--- src/rtl/bcgl_pkg.sv ---
// ----------------------------------------------------------------------------
// bcgl_pkg: shared widths, codes and types for the byte class grid layout
// Field widths, register indexes, class codes, the divider request and
// response words and the result word that leaves the layout core.
// ----------------------------------------------------------------------------
package bcgl_pkg;

   localparam int AREA_BITS   = 12;
   localparam int BLOCK_BITS  = 24;
   localparam int CELL_BITS   = 12;
   localparam int X_BITS      = 13;
   localparam int Y_BITS      = 16;
   localparam int H_BITS      = 13;
   localparam int CLASS_BITS  = 4;
   localparam int BYTE_BITS   = 8;
   localparam int DIV_BITS    = 25;
   localparam int PROD_BITS   = 24;
   localparam int IDX_BITS    = 2;
   localparam int WDATA_BITS  = 24;

   localparam int COORD_BITS_DEFAULT = 12;

   // configuration register indexes
   localparam logic [IDX_BITS-1:0] REG_AREA_WIDTH  = 2'd0;
   localparam logic [IDX_BITS-1:0] REG_AREA_HEIGHT = 2'd1;
   localparam logic [IDX_BITS-1:0] REG_BLOCK_SIZE  = 2'd2;

   localparam logic [AREA_BITS-1:0]  AREA_WIDTH_RST  = 12'd256;
   localparam logic [AREA_BITS-1:0]  AREA_HEIGHT_RST = 12'd512;
   localparam logic [BLOCK_BITS-1:0] BLOCK_SIZE_RST  = 24'd4096;

   // op codes
   localparam logic OP_START = 1'b0;
   localparam logic OP_BYTE  = 1'b1;

   // byte classes
   localparam logic [CLASS_BITS-1:0] CLS_NUL    = 4'd0;
   localparam logic [CLASS_BITS-1:0] CLS_SPACE  = 4'd1;
   localparam logic [CLASS_BITS-1:0] CLS_CTRL   = 4'd2;
   localparam logic [CLASS_BITS-1:0] CLS_CRLF   = 4'd3;
   localparam logic [CLASS_BITS-1:0] CLS_DIGIT  = 4'd4;
   localparam logic [CLASS_BITS-1:0] CLS_LETTER = 4'd5;
   localparam logic [CLASS_BITS-1:0] CLS_PUNCT  = 4'd6;
   localparam logic [CLASS_BITS-1:0] CLS_DEL    = 4'd7;
   localparam logic [CLASS_BITS-1:0] CLS_HIGH   = 4'd8;

   typedef struct packed {
      logic [AREA_BITS-1:0]  area_width;
      logic [AREA_BITS-1:0]  area_height;
      logic [BLOCK_BITS-1:0] block_size;
   } cfg_type;

   typedef struct packed {
      logic                  op;
      logic [BYTE_BITS-1:0]  byte_value;
   } item_type;

   typedef struct packed {
      logic [X_BITS-1:0]     rect_x;
      logic [Y_BITS-1:0]     rect_y;
      logic [CELL_BITS-1:0]  rect_width;
      logic [H_BITS-1:0]     rect_height;
      logic [CLASS_BITS-1:0] byte_class;
   } result_type;

   typedef struct packed {
      logic                  start;
      logic [DIV_BITS-1:0]   dividend;
      logic [CELL_BITS-1:0]  divisor;
   } div_req_type;

   typedef struct packed {
      logic                  done;
      logic [DIV_BITS-1:0]   quotient;
      logic [CELL_BITS-1:0]  remainder;
   } div_rsp_type;

endpackage

--- src/rtl/bcgl_if.sv ---
// ----------------------------------------------------------------------------
// bcgl_if: channel interfaces of the byte class grid layout
// Request, response and register write channels, valid/ready handshake.
// ----------------------------------------------------------------------------
interface bcgl_req_if;
   logic                            valid;
   logic                            ready;
   logic                            op;
   logic [bcgl_pkg::BYTE_BITS-1:0]  byte_value;

   modport source (output valid, output op, output byte_value, input ready);
   modport sink   (input valid, input op, input byte_value, output ready);
endinterface

interface bcgl_rsp_if;
   logic                             valid;
   logic                             ready;
   logic [bcgl_pkg::X_BITS-1:0]      rect_x;
   logic [bcgl_pkg::Y_BITS-1:0]      rect_y;
   logic [bcgl_pkg::CELL_BITS-1:0]   rect_width;
   logic [bcgl_pkg::H_BITS-1:0]      rect_height;
   logic [bcgl_pkg::CLASS_BITS-1:0]  byte_class;

   modport source (output valid, output rect_x, output rect_y, output rect_width,
                   output rect_height, output byte_class, input ready);
   modport sink   (input valid, input rect_x, input rect_y, input rect_width,
                   input rect_height, input byte_class, output ready);
endinterface

interface bcgl_csr_if;
   logic                             valid;
   logic                             ready;
   logic [bcgl_pkg::IDX_BITS-1:0]    reg_index;
   logic [bcgl_pkg::WDATA_BITS-1:0]  wdata;

   modport source (output valid, output reg_index, output wdata, input ready);
   modport sink   (input valid, input reg_index, input wdata, output ready);
endinterface

--- src/rtl/bcgl_div.sv ---
// ----------------------------------------------------------------------------
// bcgl_div: shared restoring divider
// One quotient bit per cycle; done pulses as the last bit is registered.
// ----------------------------------------------------------------------------
module bcgl_div (
   input  logic                  clock,
   input  logic                  reset,
   input  bcgl_pkg::div_req_type div_req,
   output bcgl_pkg::div_rsp_type div_rsp
);

   localparam int DivBits   = bcgl_pkg::DIV_BITS;
   localparam int CellBits  = bcgl_pkg::CELL_BITS;
   localparam int CntBits   = $clog2(DivBits);
   localparam int LastInt   = DivBits - 1;
   localparam logic [CntBits-1:0] LastCount = LastInt[CntBits-1:0];

   logic                busy_ff, busy_in;
   logic                done_ff, done_in;
   logic [CntBits-1:0]  cnt_ff, cnt_in;
   logic [DivBits-1:0]  quo_ff, quo_in;
   logic [CellBits-1:0] dsr_ff, dsr_in;
   logic [CellBits-1:0] rem_ff, rem_in;

   logic [CellBits:0]   rem_sh;
   logic [CellBits:0]   rem_sub;
   logic                fits;

   always_comb begin
      rem_sh  = {rem_ff, quo_ff[DivBits-1]};
      fits    = rem_sh >= {1'b0, dsr_ff};
      rem_sub = rem_sh - {1'b0, dsr_ff};

      busy_in = busy_ff;
      done_in = 1'b0;
      cnt_in  = cnt_ff;
      quo_in  = quo_ff;
      dsr_in  = dsr_ff;
      rem_in  = rem_ff;

      if (div_req.start) begin
         busy_in = 1'b1;
         cnt_in  = '0;
         quo_in  = div_req.dividend;
         dsr_in  = div_req.divisor;
         rem_in  = '0;
      end else if (busy_ff) begin
         // quotient bits shift in where the dividend shifts out
         quo_in = {quo_ff[DivBits-2:0], fits};
         rem_in = fits ? rem_sub[CellBits-1:0] : rem_sh[CellBits-1:0];
         cnt_in = cnt_ff + 1'b1;
         if (cnt_ff == LastCount) begin
            busy_in = 1'b0;
            done_in = 1'b1;
         end
      end
   end

   always_ff @(posedge clock) begin
      if (reset) begin
         busy_ff <= 1'b0;
         done_ff <= 1'b0;
         cnt_ff  <= '0;
      end else begin
         busy_ff <= busy_in;
         done_ff <= done_in;
         cnt_ff  <= cnt_in;
      end
   end

   always_ff @(posedge clock) begin
      quo_ff <= quo_in;
      dsr_ff <= dsr_in;
      rem_ff <= rem_in;
   end

   assign div_rsp.done      = done_ff;
   assign div_rsp.quotient  = quo_ff;
   assign div_rsp.remainder = rem_ff;

endmodule

--- src/rtl/bcgl_core.sv ---
// ----------------------------------------------------------------------------
// bcgl_core: layout sequencer and grid position state
// Start words run the cell size search over the shared divider and a
// 12x12 multiplier; byte words are placed without leaving the idle state.
// ----------------------------------------------------------------------------
module bcgl_core #(
   parameter int COORD_BITS = bcgl_pkg::COORD_BITS_DEFAULT
) (
   input  logic                  clock,
   input  logic                  reset,
   input  bcgl_pkg::cfg_type     cfg,
   input  logic                  take,
   input  bcgl_pkg::item_type    item,
   output logic                  idle,
   output bcgl_pkg::result_type  result
);

   localparam int CellBits = bcgl_pkg::CELL_BITS;
   localparam int XBits    = bcgl_pkg::X_BITS;
   localparam int YBits    = bcgl_pkg::Y_BITS;
   localparam int HBits    = bcgl_pkg::H_BITS;
   localparam int DivBits  = bcgl_pkg::DIV_BITS;
   localparam int ProdBits = bcgl_pkg::PROD_BITS;
   localparam int BlkBits  = bcgl_pkg::BLOCK_BITS;
   localparam int CapBits  = (COORD_BITS < CellBits) ? COORD_BITS : CellBits;
   localparam int CmaxInt  = (1 << CapBits) - 1;
   localparam logic [CellBits-1:0] Cmax = CmaxInt[CellBits-1:0];

   typedef enum logic [13:0] {
      ST_IDLE     = 14'b00000000000001,
      ST_INIT     = 14'b00000000000010,
      ST_PR_GO    = 14'b00000000000100,
      ST_PR_WAIT  = 14'b00000000001000,
      ST_CHK      = 14'b00000000010000,
      ST_RC_GO    = 14'b00000000100000,
      ST_RC_WAIT  = 14'b00000001000000,
      ST_CMP      = 14'b00000010000000,
      ST_FRC_GO   = 14'b00000100000000,
      ST_FRC_WAIT = 14'b00001000000000,
      ST_USED     = 14'b00010000000000,
      ST_SL_GO    = 14'b00100000000000,
      ST_SL_WAIT  = 14'b01000000000000,
      ST_FIN      = 14'b10000000000000
   } state_type;

   function automatic logic [bcgl_pkg::CLASS_BITS-1:0] classify(
      input logic [bcgl_pkg::BYTE_BITS-1:0] b);
      logic [bcgl_pkg::CLASS_BITS-1:0] c;
      if (b == 8'h00)                                   c = bcgl_pkg::CLS_NUL;
      else if (b == 8'h20 || b == 8'h09)                c = bcgl_pkg::CLS_SPACE;
      else if (b == 8'h0A || b == 8'h0D)                c = bcgl_pkg::CLS_CRLF;
      else if (b < 8'h20)                               c = bcgl_pkg::CLS_CTRL;
      else if (b >= 8'h30 && b <= 8'h39)                c = bcgl_pkg::CLS_DIGIT;
      else if ((b >= 8'h41 && b <= 8'h5A) || (b >= 8'h61 && b <= 8'h7A) ||
               b == 8'h5F)                              c = bcgl_pkg::CLS_LETTER;
      else if (b == 8'h7F)                              c = bcgl_pkg::CLS_DEL;
      else if (b >= 8'h80)                              c = bcgl_pkg::CLS_HIGH;
      else                                              c = bcgl_pkg::CLS_PUNCT;
      return c;
   endfunction

   state_type            state_ff, state_in;
   // cells grow as squares in the search, so one register holds the cell size
   logic [CellBits-1:0]  cell_ff, cell_in;
   logic [CellBits-1:0]  cpr_ff, cpr_in;
   logic [CellBits-1:0]  slack_ff, slack_in;
   logic [HBits-1:0]     step_ff, step_in;
   logic [CellBits-1:0]  col_ff, col_in;
   logic [XBits-1:0]     xoff_ff, xoff_in;
   logic [YBits-1:0]     ypos_ff, ypos_in;
   logic [HBits-1:0]     rowh_ff, rowh_in;
   logic                 grow_ok_ff, grow_ok_in;
   logic                 init_ph_ff, init_ph_in;

   logic [CellBits-1:0]  cand_ff, cand_in;
   logic [CellBits-1:0]  ntrial_ff, ntrial_in;
   logic [DivBits-1:0]   rows_ff, rows_in;
   logic [ProdBits-1:0]  prod_ff, prod_in;

   logic [CellBits-1:0]  aw_m, ah_m, left12, avail;
   logic [BlkBits-1:0]   bsz_eff;
   logic [CellBits-1:0]  pr_sum, pr_n;
   logic                 q_big;
   logic [CellBits-1:0]  mul_a, mul_b;
   logic [HBits-1:0]     tr_h, tr_step;
   logic [CellBits-1:0]  tr_slack;
   logic [CellBits-1:0]  col_nx;
   logic [YBits:0]       ysum;

   bcgl_pkg::div_req_type div_req;
   bcgl_pkg::div_rsp_type div_rsp;

   bcgl_div u_div (
      .clock   (clock),
      .reset   (reset),
      .div_req (div_req),
      .div_rsp (div_rsp)
   );

   always_comb begin
      aw_m    = cfg.area_width & Cmax;
      ah_m    = cfg.area_height & Cmax;
      left12  = {1'b0, aw_m[CellBits-1:1]} + 12'd1;
      avail   = (aw_m > left12) ? aw_m - left12 : '0;
      bsz_eff = (cfg.block_size == '0) ? 24'd1 : cfg.block_size;

      // cells per row from avail / width: round up past 4 spare pixels
      pr_sum = div_rsp.quotient[CellBits-1:0] +
               {{(CellBits-1){1'b0}}, (div_rsp.remainder > 12'd4)};
      pr_n   = (pr_sum == '0) ? 12'd1 : pr_sum;
      q_big  = div_rsp.quotient[DivBits-1:CellBits] != '0;

      // taking a row: height with its slack, slack drains and saturates
      tr_h     = {1'b0, cell_ff} + step_ff;
      tr_slack = slack_ff;
      tr_step  = step_ff;
      if (slack_ff != '0)
         tr_slack = ({1'b0, slack_ff} > step_ff) ? slack_ff - step_ff[CellBits-1:0] : '0;
      else
         tr_step = '0;

      col_nx = col_ff + 12'd1;
      ysum   = {1'b0, ypos_ff} + {4'd0, rowh_ff};
   end

   // divider and multiplier operand selection
   always_comb begin
      div_req.start    = 1'b0;
      div_req.dividend = {13'd0, avail};
      div_req.divisor  = cand_ff;
      mul_a            = avail;
      mul_b            = ah_m;
      case (state_ff)
         ST_PR_GO: begin
            div_req.start = 1'b1;
         end
         ST_RC_GO: begin
            div_req.start    = 1'b1;
            div_req.dividend = {1'b0, bsz_eff} + {13'd0, ntrial_ff} - 25'd1;
            div_req.divisor  = ntrial_ff;
         end
         ST_FRC_GO: begin
            div_req.start    = 1'b1;
            div_req.dividend = {1'b0, bsz_eff} + {13'd0, cpr_ff} - 25'd1;
            div_req.divisor  = cpr_ff;
         end
         ST_SL_GO: begin
            div_req.start    = 1'b1;
            div_req.dividend = {13'd0, slack_ff};
            div_req.divisor  = rows_ff[CellBits-1:0];
         end
         ST_RC_WAIT: begin
            mul_a = div_rsp.quotient[CellBits-1:0];
            mul_b = cand_ff;
         end
         ST_FRC_WAIT: begin
            mul_a = div_rsp.quotient[CellBits-1:0];
            mul_b = cell_ff;
         end
         default: begin
         end
      endcase
   end

   always_comb begin
      state_in   = state_ff;
      cell_in    = cell_ff;
      cpr_in     = cpr_ff;
      slack_in   = slack_ff;
      step_in    = step_ff;
      col_in     = col_ff;
      xoff_in    = xoff_ff;
      ypos_in    = ypos_ff;
      rowh_in    = rowh_ff;
      grow_ok_in = grow_ok_ff;
      init_ph_in = init_ph_ff;
      cand_in    = cand_ff;
      ntrial_in  = ntrial_ff;
      rows_in    = rows_ff;
      prod_in    = prod_ff;

      case (state_ff)
         ST_IDLE: begin
            if (take && item.op == bcgl_pkg::OP_START) begin
               state_in = ST_INIT;
            end else if (take) begin
               if (col_nx >= cpr_ff) begin
                  col_in   = '0;
                  xoff_in  = '0;
                  ypos_in  = ysum[YBits] ? {YBits{1'b1}} : ysum[YBits-1:0];
                  rowh_in  = tr_h;
                  slack_in = tr_slack;
                  step_in  = tr_step;
               end else begin
                  col_in  = col_nx;
                  xoff_in = xoff_ff + {1'b0, cell_ff};
               end
            end
         end
         ST_INIT: begin
            cell_in    = 12'd1;
            cand_in    = 12'd1;
            init_ph_in = 1'b1;
            prod_in    = {12'd0, mul_a} * {12'd0, mul_b};
            state_in   = ST_PR_GO;
         end
         ST_PR_GO: begin
            state_in = ST_PR_WAIT;
         end
         ST_PR_WAIT: begin
            if (div_rsp.done) begin
               ntrial_in = pr_n;
               if (init_ph_ff) begin
                  cpr_in     = pr_n;
                  grow_ok_in = cfg.block_size < prod_ff;
                  init_ph_in = 1'b0;
                  state_in   = ST_CHK;
               end else begin
                  state_in = ST_RC_GO;
               end
            end
         end
         ST_CHK: begin
            if (grow_ok_ff && cell_ff < Cmax) begin
               cand_in  = cell_ff + 12'd1;
               state_in = ST_PR_GO;
            end else begin
               state_in = ST_FRC_GO;
            end
         end
         ST_RC_GO: begin
            state_in = ST_RC_WAIT;
         end
         ST_RC_WAIT: begin
            if (div_rsp.done) begin
               // more rows than any area height: cannot fit
               if (q_big) begin
                  state_in = ST_FRC_GO;
               end else begin
                  prod_in  = {12'd0, mul_a} * {12'd0, mul_b};
                  state_in = ST_CMP;
               end
            end
         end
         ST_CMP: begin
            if (prod_ff > {12'd0, ah_m}) begin
               state_in = ST_FRC_GO;
            end else begin
               cell_in  = cand_ff;
               cpr_in   = ntrial_ff;
               state_in = ST_CHK;
            end
         end
         ST_FRC_GO: begin
            state_in = ST_FRC_WAIT;
         end
         ST_FRC_WAIT: begin
            if (div_rsp.done) begin
               rows_in = div_rsp.quotient;
               if (q_big) begin
                  slack_in = '0;
                  state_in = ST_SL_GO;
               end else begin
                  prod_in  = {12'd0, mul_a} * {12'd0, mul_b};
                  state_in = ST_USED;
               end
            end
         end
         ST_USED: begin
            slack_in = (prod_ff < {12'd0, ah_m}) ? ah_m - prod_ff[CellBits-1:0] : '0;
            state_in = ST_SL_GO;
         end
         ST_SL_GO: begin
            state_in = ST_SL_WAIT;
         end
         ST_SL_WAIT: begin
            if (div_rsp.done) begin
               if (rows_ff[DivBits-1:CellBits] != '0)
                  step_in = 13'd1;
               else
                  step_in = {1'b0, div_rsp.quotient[CellBits-1:0]} + 13'd1;
               state_in = ST_FIN;
            end
         end
         ST_FIN: begin
            col_in   = '0;
            xoff_in  = '0;
            ypos_in  = '0;
            rowh_in  = tr_h;
            slack_in = tr_slack;
            step_in  = tr_step;
            state_in = ST_IDLE;
         end
         default: begin
            state_in = ST_IDLE;
         end
      endcase
   end

   always_ff @(posedge clock) begin
      if (reset) begin
         state_ff   <= ST_IDLE;
         cell_ff    <= 12'd1;
         cpr_ff     <= 12'd1;
         slack_ff   <= '0;
         step_ff    <= '0;
         col_ff     <= '0;
         xoff_ff    <= '0;
         ypos_ff    <= '0;
         rowh_ff    <= 13'd1;
         grow_ok_ff <= 1'b0;
         init_ph_ff <= 1'b0;
      end else begin
         state_ff   <= state_in;
         cell_ff    <= cell_in;
         cpr_ff     <= cpr_in;
         slack_ff   <= slack_in;
         step_ff    <= step_in;
         col_ff     <= col_in;
         xoff_ff    <= xoff_in;
         ypos_ff    <= ypos_in;
         rowh_ff    <= rowh_in;
         grow_ok_ff <= grow_ok_in;
         init_ph_ff <= init_ph_in;
      end
   end

   always_ff @(posedge clock) begin
      cand_ff   <= cand_in;
      ntrial_ff <= ntrial_in;
      rows_ff   <= rows_in;
      prod_ff   <= prod_in;
   end

   assign idle               = state_ff == ST_IDLE;
   assign result.rect_x      = {1'b0, left12} + xoff_ff;
   assign result.rect_y      = ypos_ff;
   assign result.rect_width  = cell_ff;
   assign result.rect_height = rowh_ff;
   assign result.byte_class  = classify(item.byte_value);

   a_cell_nonzero: assert property (@(posedge clock) disable iff (reset)
      cell_ff != '0 && cpr_ff != '0)
      else $error("cell size or cells per row is zero");

   a_col_in_row: assert property (@(posedge clock) disable iff (reset)
      state_ff == ST_IDLE |-> col_ff < cpr_ff)
      else $error("column index past end of row");

   a_start_runs: assert property (@(posedge clock) disable iff (reset)
      (take && item.op == bcgl_pkg::OP_START) |=> state_ff == ST_INIT)
      else $error("start word did not launch layout");

   a_byte_single: assert property (@(posedge clock) disable iff (reset)
      (take && item.op == bcgl_pkg::OP_BYTE) |=> state_ff == ST_IDLE)
      else $error("byte word left idle");

   a_div_done_waited: assert property (@(posedge clock) disable iff (reset)
      div_rsp.done |-> (state_ff == ST_PR_WAIT || state_ff == ST_RC_WAIT ||
                        state_ff == ST_FRC_WAIT || state_ff == ST_SL_WAIT))
      else $error("divider finished with nobody waiting");

endmodule

--- src/rtl/byte_class_grid_layout.sv ---
// ----------------------------------------------------------------------------
// byte_class_grid_layout: byte class grid layout, top level
// Register file, request handshake and result register around the core.
//
//   channel   dir  payload                                        accepted
//   req_bus   in   op, byte_value                                 valid & ready
//   rsp_bus   out  rect_x, rect_y, rect_width, rect_height,       valid & ready
//                  byte_class
//   csr_bus   in   reg_index, wdata                               valid & ready
//
// A byte word is taken while the core is idle; its result sits in an output
// register, and the next word is taken in the same cycle as that result is drained.
// A start word runs the cell size search; no word is taken until it ends, and
// each trial cell size takes two divisions in the shared divider.
// csr_bus is always ready; writes are expected only when the block is idle.
// Synchronous reset restores register defaults and a one-pixel grid.
// ----------------------------------------------------------------------------
module byte_class_grid_layout #(
   parameter int COORD_BITS = bcgl_pkg::COORD_BITS_DEFAULT
) (
   input  logic         clock,
   input  logic         reset,
   bcgl_req_if.sink     req_bus,
   bcgl_rsp_if.source   rsp_bus,
   bcgl_csr_if.sink     csr_bus
);

   bcgl_pkg::cfg_type    cfg_ff, cfg_in;
   bcgl_pkg::item_type   item;
   bcgl_pkg::result_type result;
   bcgl_pkg::result_type rsp_data_ff;
   logic                 rsp_valid_ff, rsp_valid_in;
   logic                 core_idle;
   logic                 take;

   assign item.op         = req_bus.op;
   assign item.byte_value = req_bus.byte_value;

   assign req_bus.ready = core_idle && (!rsp_valid_ff || rsp_bus.ready);
   assign take          = req_bus.valid && req_bus.ready;
   assign csr_bus.ready = 1'b1;

   bcgl_core #(
      .COORD_BITS (COORD_BITS)
   ) u_core (
      .clock  (clock),
      .reset  (reset),
      .cfg    (cfg_ff),
      .take   (take),
      .item   (item),
      .idle   (core_idle),
      .result (result)
   );

   always_comb begin
      cfg_in = cfg_ff;
      if (csr_bus.valid) begin
         case (csr_bus.reg_index)
            bcgl_pkg::REG_AREA_WIDTH:  cfg_in.area_width  = csr_bus.wdata[11:0];
            bcgl_pkg::REG_AREA_HEIGHT: cfg_in.area_height = csr_bus.wdata[11:0];
            bcgl_pkg::REG_BLOCK_SIZE:  cfg_in.block_size  = csr_bus.wdata;
            default: begin
            end
         endcase
      end

      rsp_valid_in = rsp_valid_ff;
      if (take && req_bus.op == bcgl_pkg::OP_BYTE)
         rsp_valid_in = 1'b1;
      else if (rsp_bus.ready)
         rsp_valid_in = 1'b0;
   end

   always_ff @(posedge clock) begin
      if (reset) begin
         cfg_ff.area_width  <= bcgl_pkg::AREA_WIDTH_RST;
         cfg_ff.area_height <= bcgl_pkg::AREA_HEIGHT_RST;
         cfg_ff.block_size  <= bcgl_pkg::BLOCK_SIZE_RST;
         rsp_valid_ff       <= 1'b0;
      end else begin
         cfg_ff       <= cfg_in;
         rsp_valid_ff <= rsp_valid_in;
      end
   end

   always_ff @(posedge clock) begin
      if (take && req_bus.op == bcgl_pkg::OP_BYTE)
         rsp_data_ff <= result;
   end

   assign rsp_bus.valid       = rsp_valid_ff;
   assign rsp_bus.rect_x      = rsp_data_ff.rect_x;
   assign rsp_bus.rect_y      = rsp_data_ff.rect_y;
   assign rsp_bus.rect_width  = rsp_data_ff.rect_width;
   assign rsp_bus.rect_height = rsp_data_ff.rect_height;
   assign rsp_bus.byte_class  = rsp_data_ff.byte_class;

endmodule
--- src/flat_wrapper.sv ---
// flat-port wrapper written by rule: the top's interface ports become plain ports
module byte_class_grid_layout_flat 
#(
   parameter int COORD_BITS = bcgl_pkg::COORD_BITS_DEFAULT
)
  (clock, reset, req_bus_valid, req_bus_op, req_bus_byte_value, req_bus_ready, rsp_bus_valid, rsp_bus_rect_x, rsp_bus_rect_y, rsp_bus_rect_width, rsp_bus_rect_height, rsp_bus_byte_class, rsp_bus_ready, csr_bus_valid, csr_bus_reg_index, csr_bus_wdata, csr_bus_ready);
  bcgl_req_if req_bus_i ();
  bcgl_rsp_if rsp_bus_i ();
  bcgl_csr_if csr_bus_i ();
  input  logic clock;
  input  logic reset;
  input wire logic [$bits(req_bus_i.valid)-1:0] req_bus_valid;
  input wire logic [$bits(req_bus_i.op)-1:0] req_bus_op;
  input wire logic [$bits(req_bus_i.byte_value)-1:0] req_bus_byte_value;
  output wire logic [$bits(req_bus_i.ready)-1:0] req_bus_ready;
  output wire logic [$bits(rsp_bus_i.valid)-1:0] rsp_bus_valid;
  output wire logic [$bits(rsp_bus_i.rect_x)-1:0] rsp_bus_rect_x;
  output wire logic [$bits(rsp_bus_i.rect_y)-1:0] rsp_bus_rect_y;
  output wire logic [$bits(rsp_bus_i.rect_width)-1:0] rsp_bus_rect_width;
  output wire logic [$bits(rsp_bus_i.rect_height)-1:0] rsp_bus_rect_height;
  output wire logic [$bits(rsp_bus_i.byte_class)-1:0] rsp_bus_byte_class;
  input wire logic [$bits(rsp_bus_i.ready)-1:0] rsp_bus_ready;
  input wire logic [$bits(csr_bus_i.valid)-1:0] csr_bus_valid;
  input wire logic [$bits(csr_bus_i.reg_index)-1:0] csr_bus_reg_index;
  input wire logic [$bits(csr_bus_i.wdata)-1:0] csr_bus_wdata;
  output wire logic [$bits(csr_bus_i.ready)-1:0] csr_bus_ready;
  assign req_bus_i.valid = req_bus_valid;
  assign req_bus_i.op = req_bus_op;
  assign req_bus_i.byte_value = req_bus_byte_value;
  assign req_bus_ready = req_bus_i.ready;
  assign rsp_bus_valid = rsp_bus_i.valid;
  assign rsp_bus_rect_x = rsp_bus_i.rect_x;
  assign rsp_bus_rect_y = rsp_bus_i.rect_y;
  assign rsp_bus_rect_width = rsp_bus_i.rect_width;
  assign rsp_bus_rect_height = rsp_bus_i.rect_height;
  assign rsp_bus_byte_class = rsp_bus_i.byte_class;
  assign rsp_bus_i.ready = rsp_bus_ready;
  assign csr_bus_i.valid = csr_bus_valid;
  assign csr_bus_i.reg_index = csr_bus_reg_index;
  assign csr_bus_i.wdata = csr_bus_wdata;
  assign csr_bus_ready = csr_bus_i.ready;
  byte_class_grid_layout #(.COORD_BITS(COORD_BITS)) u_core (.clock(clock), .reset(reset), .req_bus(req_bus_i), .rsp_bus(rsp_bus_i), .csr_bus(csr_bus_i));
endmodule
--- config.mk ---
export PLATFORM = sky130hd
export DESIGN_NAME = byte_class_grid_layout_flat
export DESIGN_NICKNAME = d
export VERILOG_FILES = /design/src/rtl/bcgl_pkg.sv /design/src/rtl/bcgl_if.sv /design/src/rtl/bcgl_div.sv /design/src/rtl/bcgl_core.sv /design/src/rtl/byte_class_grid_layout.sv /design/src/flat_wrapper.sv
export SDC_FILE = /design/constraint.sdc
export NUM_CORES = 1
export LEC_CHECK = 0
export ABC_AREA = 1
export ABC_CLOCK_PERIOD_IN_PS = 8300
export BUFFER_PORTS_ARGS = -buffer_cell sky130_fd_sc_hd__buf_2
export CORE_AREA = 5 5 282 284
export DETAILED_ROUTE_END_ITERATION = 8
export DIE_AREA = 0 0 287 289
export PLACE_DENSITY_LB_ADDON = 0.08
export SLEW_MARGIN = 20
export SYNTH_ARGS = -nofsm -noshare
export SYNTH_HDL_FRONTEND = slang
export SYNTH_SLANG_ARGS = --single-unit
--- constraint.sdc ---
create_clock -name clock -period 8.3 [get_ports clock]
set_input_delay 1.66 -clock clock [delete_from_list [all_inputs] [get_ports clock]]
set_output_delay 1.66 -clock clock [all_outputs]
set_load 0.01 [all_outputs]
After elaboration in Yosys (flattened, before gate mapping) --
Cells that the tools add are included.
Storage, ports and cells: register bits 355, output and inout port bits 61, word-level logic and storage cells 242
Cells by class: $add $sub $neg 18, multipliers 1, magnitude comparators 17, equal/unequal tests 37, mux-type cells 80, bitwise operators 2, reduce and logical (&&, ||, !) cells 54
Operator list (number):
- two-way mux 12 bit | 21
- case mux 14 bit (13 select lines) | 1
- two-way mux 13 bit | 12
- case mux 12 bit (2 select lines) | 5
- case mux 37 bit (3 select lines) | 1
- two-way mux 24 bit | 3
- two-way mux 14 bit | 5
- two-way mux 16 bit | 4
- case mux 13 bit (2 select lines) | 2
- adder 24 x 12 -> 25 bit | 2
- two-way mux 25 bit | 2
- subtractor 25 x 1 -> 25 bit, second input constant | 2
- case mux 12 bit (4 select lines) | 1
- case mux 24 bit (2 select lines) | 1
- subtractor 12 bit | 4
- case mux 13 bit (3 select lines) | 1
- case mux 16 bit (2 select lines) | 1
- two-way mux 9 bit | 3
- adder 12 x 13 -> 13 bit | 2
- nonzero test 13 bit | 2
- adder 12 x 1 -> 12 bit, second input constant | 2
- equality test 8 x 4 -> 1 bit, second input constant | 3
- > comparator 24 x 12 -> 1 bit | 1
- zero test 24 bit | 1
- 68 further kinds | 127

Depth between registers and ports, before layout --
depth after elaboration 9, mapped depth 43, depth with buffers taken out 41

Hierarchy --
Synthesis repeated with hierarchy kept, for this count alone.
Second synthesis, totals: cells, all modules 4260, area total of the unflattened synthesis 30571.8 um^2
Modules (own cells, without submodules):
- bcgl_core | instances 1, cells each 3581, area an instance 23834.1 um^2, sequential area each 4574.4 um^2
- byte_class_grid_layout | instances 1, cells each 284, area an instance 3587.2 um^2, sequential area each 2722.6 um^2
- bcgl_div | instances 1, cells each 395, area an instance 3150.5 um^2, sequential area each 1491.4 um^2

Worst setup path before layout --
No wires, ideal clock.
path kind reg-to-reg, start register u_core.cfg_ff[38] (netlist name), end register u_core.u_core.prod_ff[21], data pin, library setup time 0.261 ns, data arrival time 6.629 ns, required time 8.039 ns, path slack 1.410 ns, stages on the path, launching flop included 39, path buffers 2, period minus slack after synthesis 6.890 ns, path through dfxtp_1 nand2_1 nor2_1 nand3_1 nor2_1 nand3_1 xor2_1 inv_1 ha_1 nand2_1 nor2_1 nand2_1 a21oi_2 nor2_1 nor2_2 buf_4 nand2_1 nand2_1 [3 not listed] fa_1 inv_1 fa_1 inv_1 fa_1 inv_1 fa_1 inv_1 fa_1 inv_1 ha_1 a21oi_1 o21ai_0 a21oi_1 o21ai_0 nand2_1 nand2_1 xor2_1
Between the ends: longest elaborated chain between the ends 8
RTL lines:
- start: declaration | RTL line byte_class_grid_layout.sv:28 | bcgl_pkg::cfg_type cfg_ff, cfg_in;
- start signal: assignment | RTL line byte_class_grid_layout.sv:81 | cfg_ff <= cfg_in;
- adder 11 x 1 -> 12 bit | RTL line bcgl_core.sv:103 | left12 = {1'b0, aw_m[CellBits-1:1]} + 12'd1;
- subtractor 12 bit / > comparator 12 bit (equally long branches) | RTL line bcgl_core.sv:104 | avail = (aw_m > left12) ? aw_m - left12 : '0;
- two-way mux 12 bit (*) | RTL line bcgl_core.sv:104
- two-way mux 12 bit (*) | RTL line bcgl_core.sv:133 | case (state_ff)
- multiplier 12 x 12 -> 24 bit (*) | RTL line bcgl_core.sv:204, bcgl_core.sv:240, bcgl_core.sv:264
- two-way mux 24 bit | RTL line bcgl_core.sv:237, bcgl_core.sv:260
- two-way mux 24 bit | RTL line bcgl_core.sv:235 | if (div_rsp.done) begin
- case mux 24 bit (2 select lines) (*) | RTL line bcgl_core.sv:182 | case (state_ff)
- named net u_core.u_core.prod_in[21] | RTL line bcgl_core.sv:78 | logic [ProdBits-1:0] prod_ff, prod_in;
- end signal: assignment | RTL line bcgl_core.sv:332 | prod_ff <= prod_in;
- end: declaration | RTL line bcgl_core.sv:78
The timed path passes the listed nets; every way through them passes the cells marked *. The select of a mux whose other input is x is not followed. A chain may end at the register's enable or synchronous reset.

Worst setup path in the final report --
start register u_core.cfg_ff[38] (netlist name), end register u_core.u_core.prod_ff[18], data pin
Same word-level chain as after synthesis.

==> metrics.md <==
| Metric | Value |
|---|---|
| Switching power of the nets | `2.106 mW` |
| Detail-routed via count per cell | `5.163` |
| Count of maximum capacitance violations | `0` |
| Class of the most critical setup path | `flop to flop` |
| Number of hold-repair buffers added at the cts stage | `0` |
| FF+latch count, synth | `355` |
| Final critical-path required period | `7.737 ns` |
| Layout Skew | `0.04413 ns` |
| Number of unique standard cell types used by synthesis | `58` |
| Destination of the critical timing path | `u_core.u_core.prod_ff[18]` |
| Max stage delay on crit path | `0.56 ns` |
| Global-route usage over all layers | `24.27%` |
| Area of the core | `76830 sq um` |
| Combinational fraction of design power | `30.4%` |
| Final ANT Viol Nets | `0` |
| Hold/Removal Path Class | `flop to flop` |
| Total power divided by cell area | `173.9 nW/um^2` |
| Die Width | `287 microns` |
| Worst Setup End Kind | `flop` |
| Fraction of layout cells with a size suffix above 1 | `6.963%` |
| Clk Latency, worst-skew pair | `0.63 ns` |
| FMAX | `0.1292 GHz` |
| Initial antenna violation count | `3` |
| Critical Path Start | `u_core.cfg_ff[38]` |
| Cells after synthesis | `4227` |
| Slowest cell on crit path | `sky130_fd_sc_hd__fa_1` |
| Standard-cell rows | `102` |
| TritonCTS clock tree | `yes` |
| Dpl ws | `0.4005 ns` |
| Bufs on Longest Clock Path | `3` |
| Number of primary I/O pins | `101` |
| Global-route wire length before repair | `156.8 mm` |
| Reg2reg setup slack | `0.56 ns` |
| Count of vias placed by the detailed router | `27770` |
| Run status | `complete, no violations` |
| Vias in the first global route | `26440` |
| Number of buffers inserted to repair setup after CTS | `0` |
| Crit-path most repeated cell | `sky130_fd_sc_hd__nand2_1` |
| Number of max-slew violations in the final report | `0` |
| CTS clk-pin slew, worst paths | `0.06 ns` |
| Most used DFF post-synth | `sky130_fd_sc_hd__dfxtp_1` |
| Share of the core filled with cells in the final layout | `43.58%` |
| Post-synthesis average cell area | `7.206 sq um` |
| Worst rel slew slack | `25.91%` |
| DRC violation count after routing | `0` |
| Die Outline Area | `82940 sq um` |
| Sequential cell area fraction in the yosys report | `28.85%` |
| Critical path startpoint category | `flop` |
| Unrepaired setup endpoints after global routing | `yes` |
| Depth of the CTS H-tree | `2` |
| EDFF count, synth | `168` |
| Relative contribution of sequential cells to total power | `34.5%` |
| GRT Residual Overflow | `0` |
| Post-synth net total | `4652` |
| Reg-to-reg critical path startpoint | `u_core.cfg_ff[38]` |
| Peak fanout along the critical path | `12` |
| Initial cell density of the core | `39.65%` |
| Final critical-path setup slack | `0.5630 ns` |
| Clock Power Share | `35.1%` |
| Final #Nets | `4725` |
| Required time of the critical path | `8.64 ns` |
| Number of filler instances in the final layout | `8217` |
| Total internal power | `3.716 mW` |
| Hpwl dp | `83.59 mm` |
| Maximum VDD drop | `0.1602 mV` |
| Leakage component of the power | `16.33 nW` |
| Fraction of registers with async set or reset after synthesis | `0%` |
| Iteration-0 DRC Markers | `2053` |
| Average wire length per cell after detail routing | `19.18 microns` |
| Clock sink count | `355` |
| Pin slew with the least headroom to its limit | `1.108 ns` |
| WL final | `103.2 mm` |
| Largest net degree at the start of global routing | `61` |
| Detailed-routing iteration count for the pre-antenna-repair pass | `6` |
| Count of cells along the worst register-to-register path | `33` |
| Post-route fraction of the period consumed by the critical path | `93.22%` |
| Clock root buffer | `sky130_fd_sc_hd__clkbuf_16` |
| Layout area overhead | `9.933%` |
| GP Congestion | `0.9270` |
| Reg2reg end | `u_core.u_core.prod_ff[18]` |
| Inserted Clock Buffers | `45` |
| Worst-case hold slack | `0.4592 ns` |
| Die height | `289 microns` |
| Final count of negative-setup-slack endpoints | `0` |
| Switching share of total power | `36.17%` |
| Post-synth design cell area | `30460 sq um` |
| Worst endpoint data arrival time | `8.08 ns` |
| Number of I/O port buffers | `99` |
| Synthesis Warnings | `0` |
| Number of hold-slack violations in the final timing report | `0` |
## per-stage QoR
stage	cells	setup TNS, ns	cell area, sq um	power (mW)
floorplan	4227	0	30460	3.321
global placement	5293	0	31940	3.814
detailed placement	5293	0	31940	3.815
CTS	5377	0	33470	5.880
global route	5377	-0.009628	33480	6.196
finish	5378	0	33480	5.822
## power by group through the flow
stage / logic, mW / clock network, mW / registers [mW]
after global placement: 1.77 / 0 / 2.05
after detailed placement: 1.77 / 0 / 2.05
after global routing: 2.02 / 2.16 / 2.02
after CTS: 1.78 / 2.09 / 2.01
final: 1.77 / 2.05 / 2.01
after floorplan: 1.29 / 0 / 2.03
## synth_stat cells, drive strengths merged, types with 11 or more instances
cell	number	share of area, %
nand3b	18	0.44
or2	46	0.94
o211ai	15	0.37
a21o	12	0.30
ha	276	11
nor3	42	0.74
xnor2	38	1.1
nand2	1012	13
a21oi	281	5.1
fa	109	7.2
dfxtp	187	12
edfxtp	168	17
nand3	371	6.2
inv	702	8.7
o21bai	26	0.64
buf	46	0.95
o22ai	11	0.23
nor2	450	5.9
xor2	62	1.8
o21ai	181	3.0
nand4	76	1.6
clkbuf	42	0.52
a221oi	14	0.40
## repair_timing
item	in CTS	in global routing
resized for setup	0	3
hold endpoints to repair	0	0
endpoints found under the setup margin	0	12
## layout by cell type, fill, tap and decap left out, types with 23 or more instances in the layout
| master | instances |
|---|---|
| sky130_fd_sc_hd__a21oi_1 | 258 |
| sky130_fd_sc_hd__buf_2 | 99 |
| sky130_fd_sc_hd__clkbuf_16 | 48 |
| sky130_fd_sc_hd__dfxtp_1 | 187 |
| sky130_fd_sc_hd__edfxtp_1 | 168 |
| sky130_fd_sc_hd__fa_1 | 109 |
| sky130_fd_sc_hd__ha_1 | 276 |
| sky130_fd_sc_hd__inv_1 | 681 |
| sky130_fd_sc_hd__nand2_1 | 983 |
| sky130_fd_sc_hd__nand2_2 | 23 |
| sky130_fd_sc_hd__nand3_1 | 368 |
| sky130_fd_sc_hd__nand4_1 | 74 |
| sky130_fd_sc_hd__nor2_1 | 431 |
| sky130_fd_sc_hd__nor3_1 | 40 |
| sky130_fd_sc_hd__o21ai_0 | 169 |
| sky130_fd_sc_hd__o21bai_1 | 26 |
| sky130_fd_sc_hd__or2_1 | 32 |
| sky130_fd_sc_hd__xnor2_1 | 38 |
| sky130_fd_sc_hd__xor2_1 | 62 |
## registers in the layout, indices dropped and copies added (netlist names), 13 cells and up
name / flops
u_core.cfg_ff: 48
u_core.u_core.rows_ff: 25
u_core.u_core.u_div.quo_ff: 25
u_core.u_core.prod_ff: 24
u_core.rsp_bus.rect_y: 16
u_core.u_core.ypos_ff: 16
u_core.u_core.state_ff: 14
u_core.rsp_bus.rect_height: 13
u_core.rsp_bus.rect_x: 13
u_core.u_core.rowh_ff: 13
u_core.u_core.step_ff: 13
u_core.u_core.xoff_ff: 13
## cells by family (layout without fill, tap and decap cells)
kind of cell	count (synthesis)	in the layout	synth area share [%]
buffers and inverters	794	904	10.17
AO/OA/AOI/OAI	558	558	10.54
other	1	2	0.01231
flip-flops	355	355	28.85
adder cells (fa/ha/maj)	385	385	18.50
XOR/XNOR	100	100	2.875
AND/OR/NAND/NOR	2034	2034	29.05
## area by class of cell
cell class                 count  area (sq um)  area share [%]
clock inverter                19         235.2          0.7025
timing repair buffer         114         608.1           1.816
clock buffer                  65          1295           3.867
multi-input combinational   3078         18600           55.55
sequential                   355          8788           26.25
tap                         1040          1301           3.886
inverter                     706          2653           7.922
antenna                        1         2.502        0.007473
## worst min-delay path by stage
stage	depth (start not counted)	slack, ns	endpoint	start
after global placement	1	0.45	u_core.u_core.state_ff[5]	u_core.u_core.init_ph_ff
after floorplan	1	0.42	u_core.u_core.state_ff[5]	u_core.u_core.init_ph_ff
final	1	0.46	u_core.u_core.state_ff[5]	u_core.u_core.init_ph_ff
after detailed placement	1	0.45	u_core.u_core.state_ff[5]	u_core.u_core.init_ph_ff
after CTS	1	0.46	u_core.u_core.state_ff[5]	u_core.u_core.init_ph_ff
after global routing	0	0.49	u_core.rsp_bus.rect_y[0]	u_core.u_core.ypos_ff[0]
## critical path: cells and delay by family, from the launching register on
kind | cells | cell delay (ns)
flip-flops | 1 | 0.43
buffers and inverters | 4 | 0.23
adder cells (fa/ha/maj) | 7 | 3.34
XOR/XNOR | 2 | 0.29
AO/OA/AOI/OAI | 6 | 1.11
AND/OR/NAND/NOR | 14 | 2.09
## per-layer routing
metal  part of all wire (%)  GRT usage (%)
met4                    3.3          7.237
met3                    5.1          2.785
met2                     48          41.73
met5                      0              0
met1                     44          32.34
No activity file was read; power rests on OpenSTA's default activity.
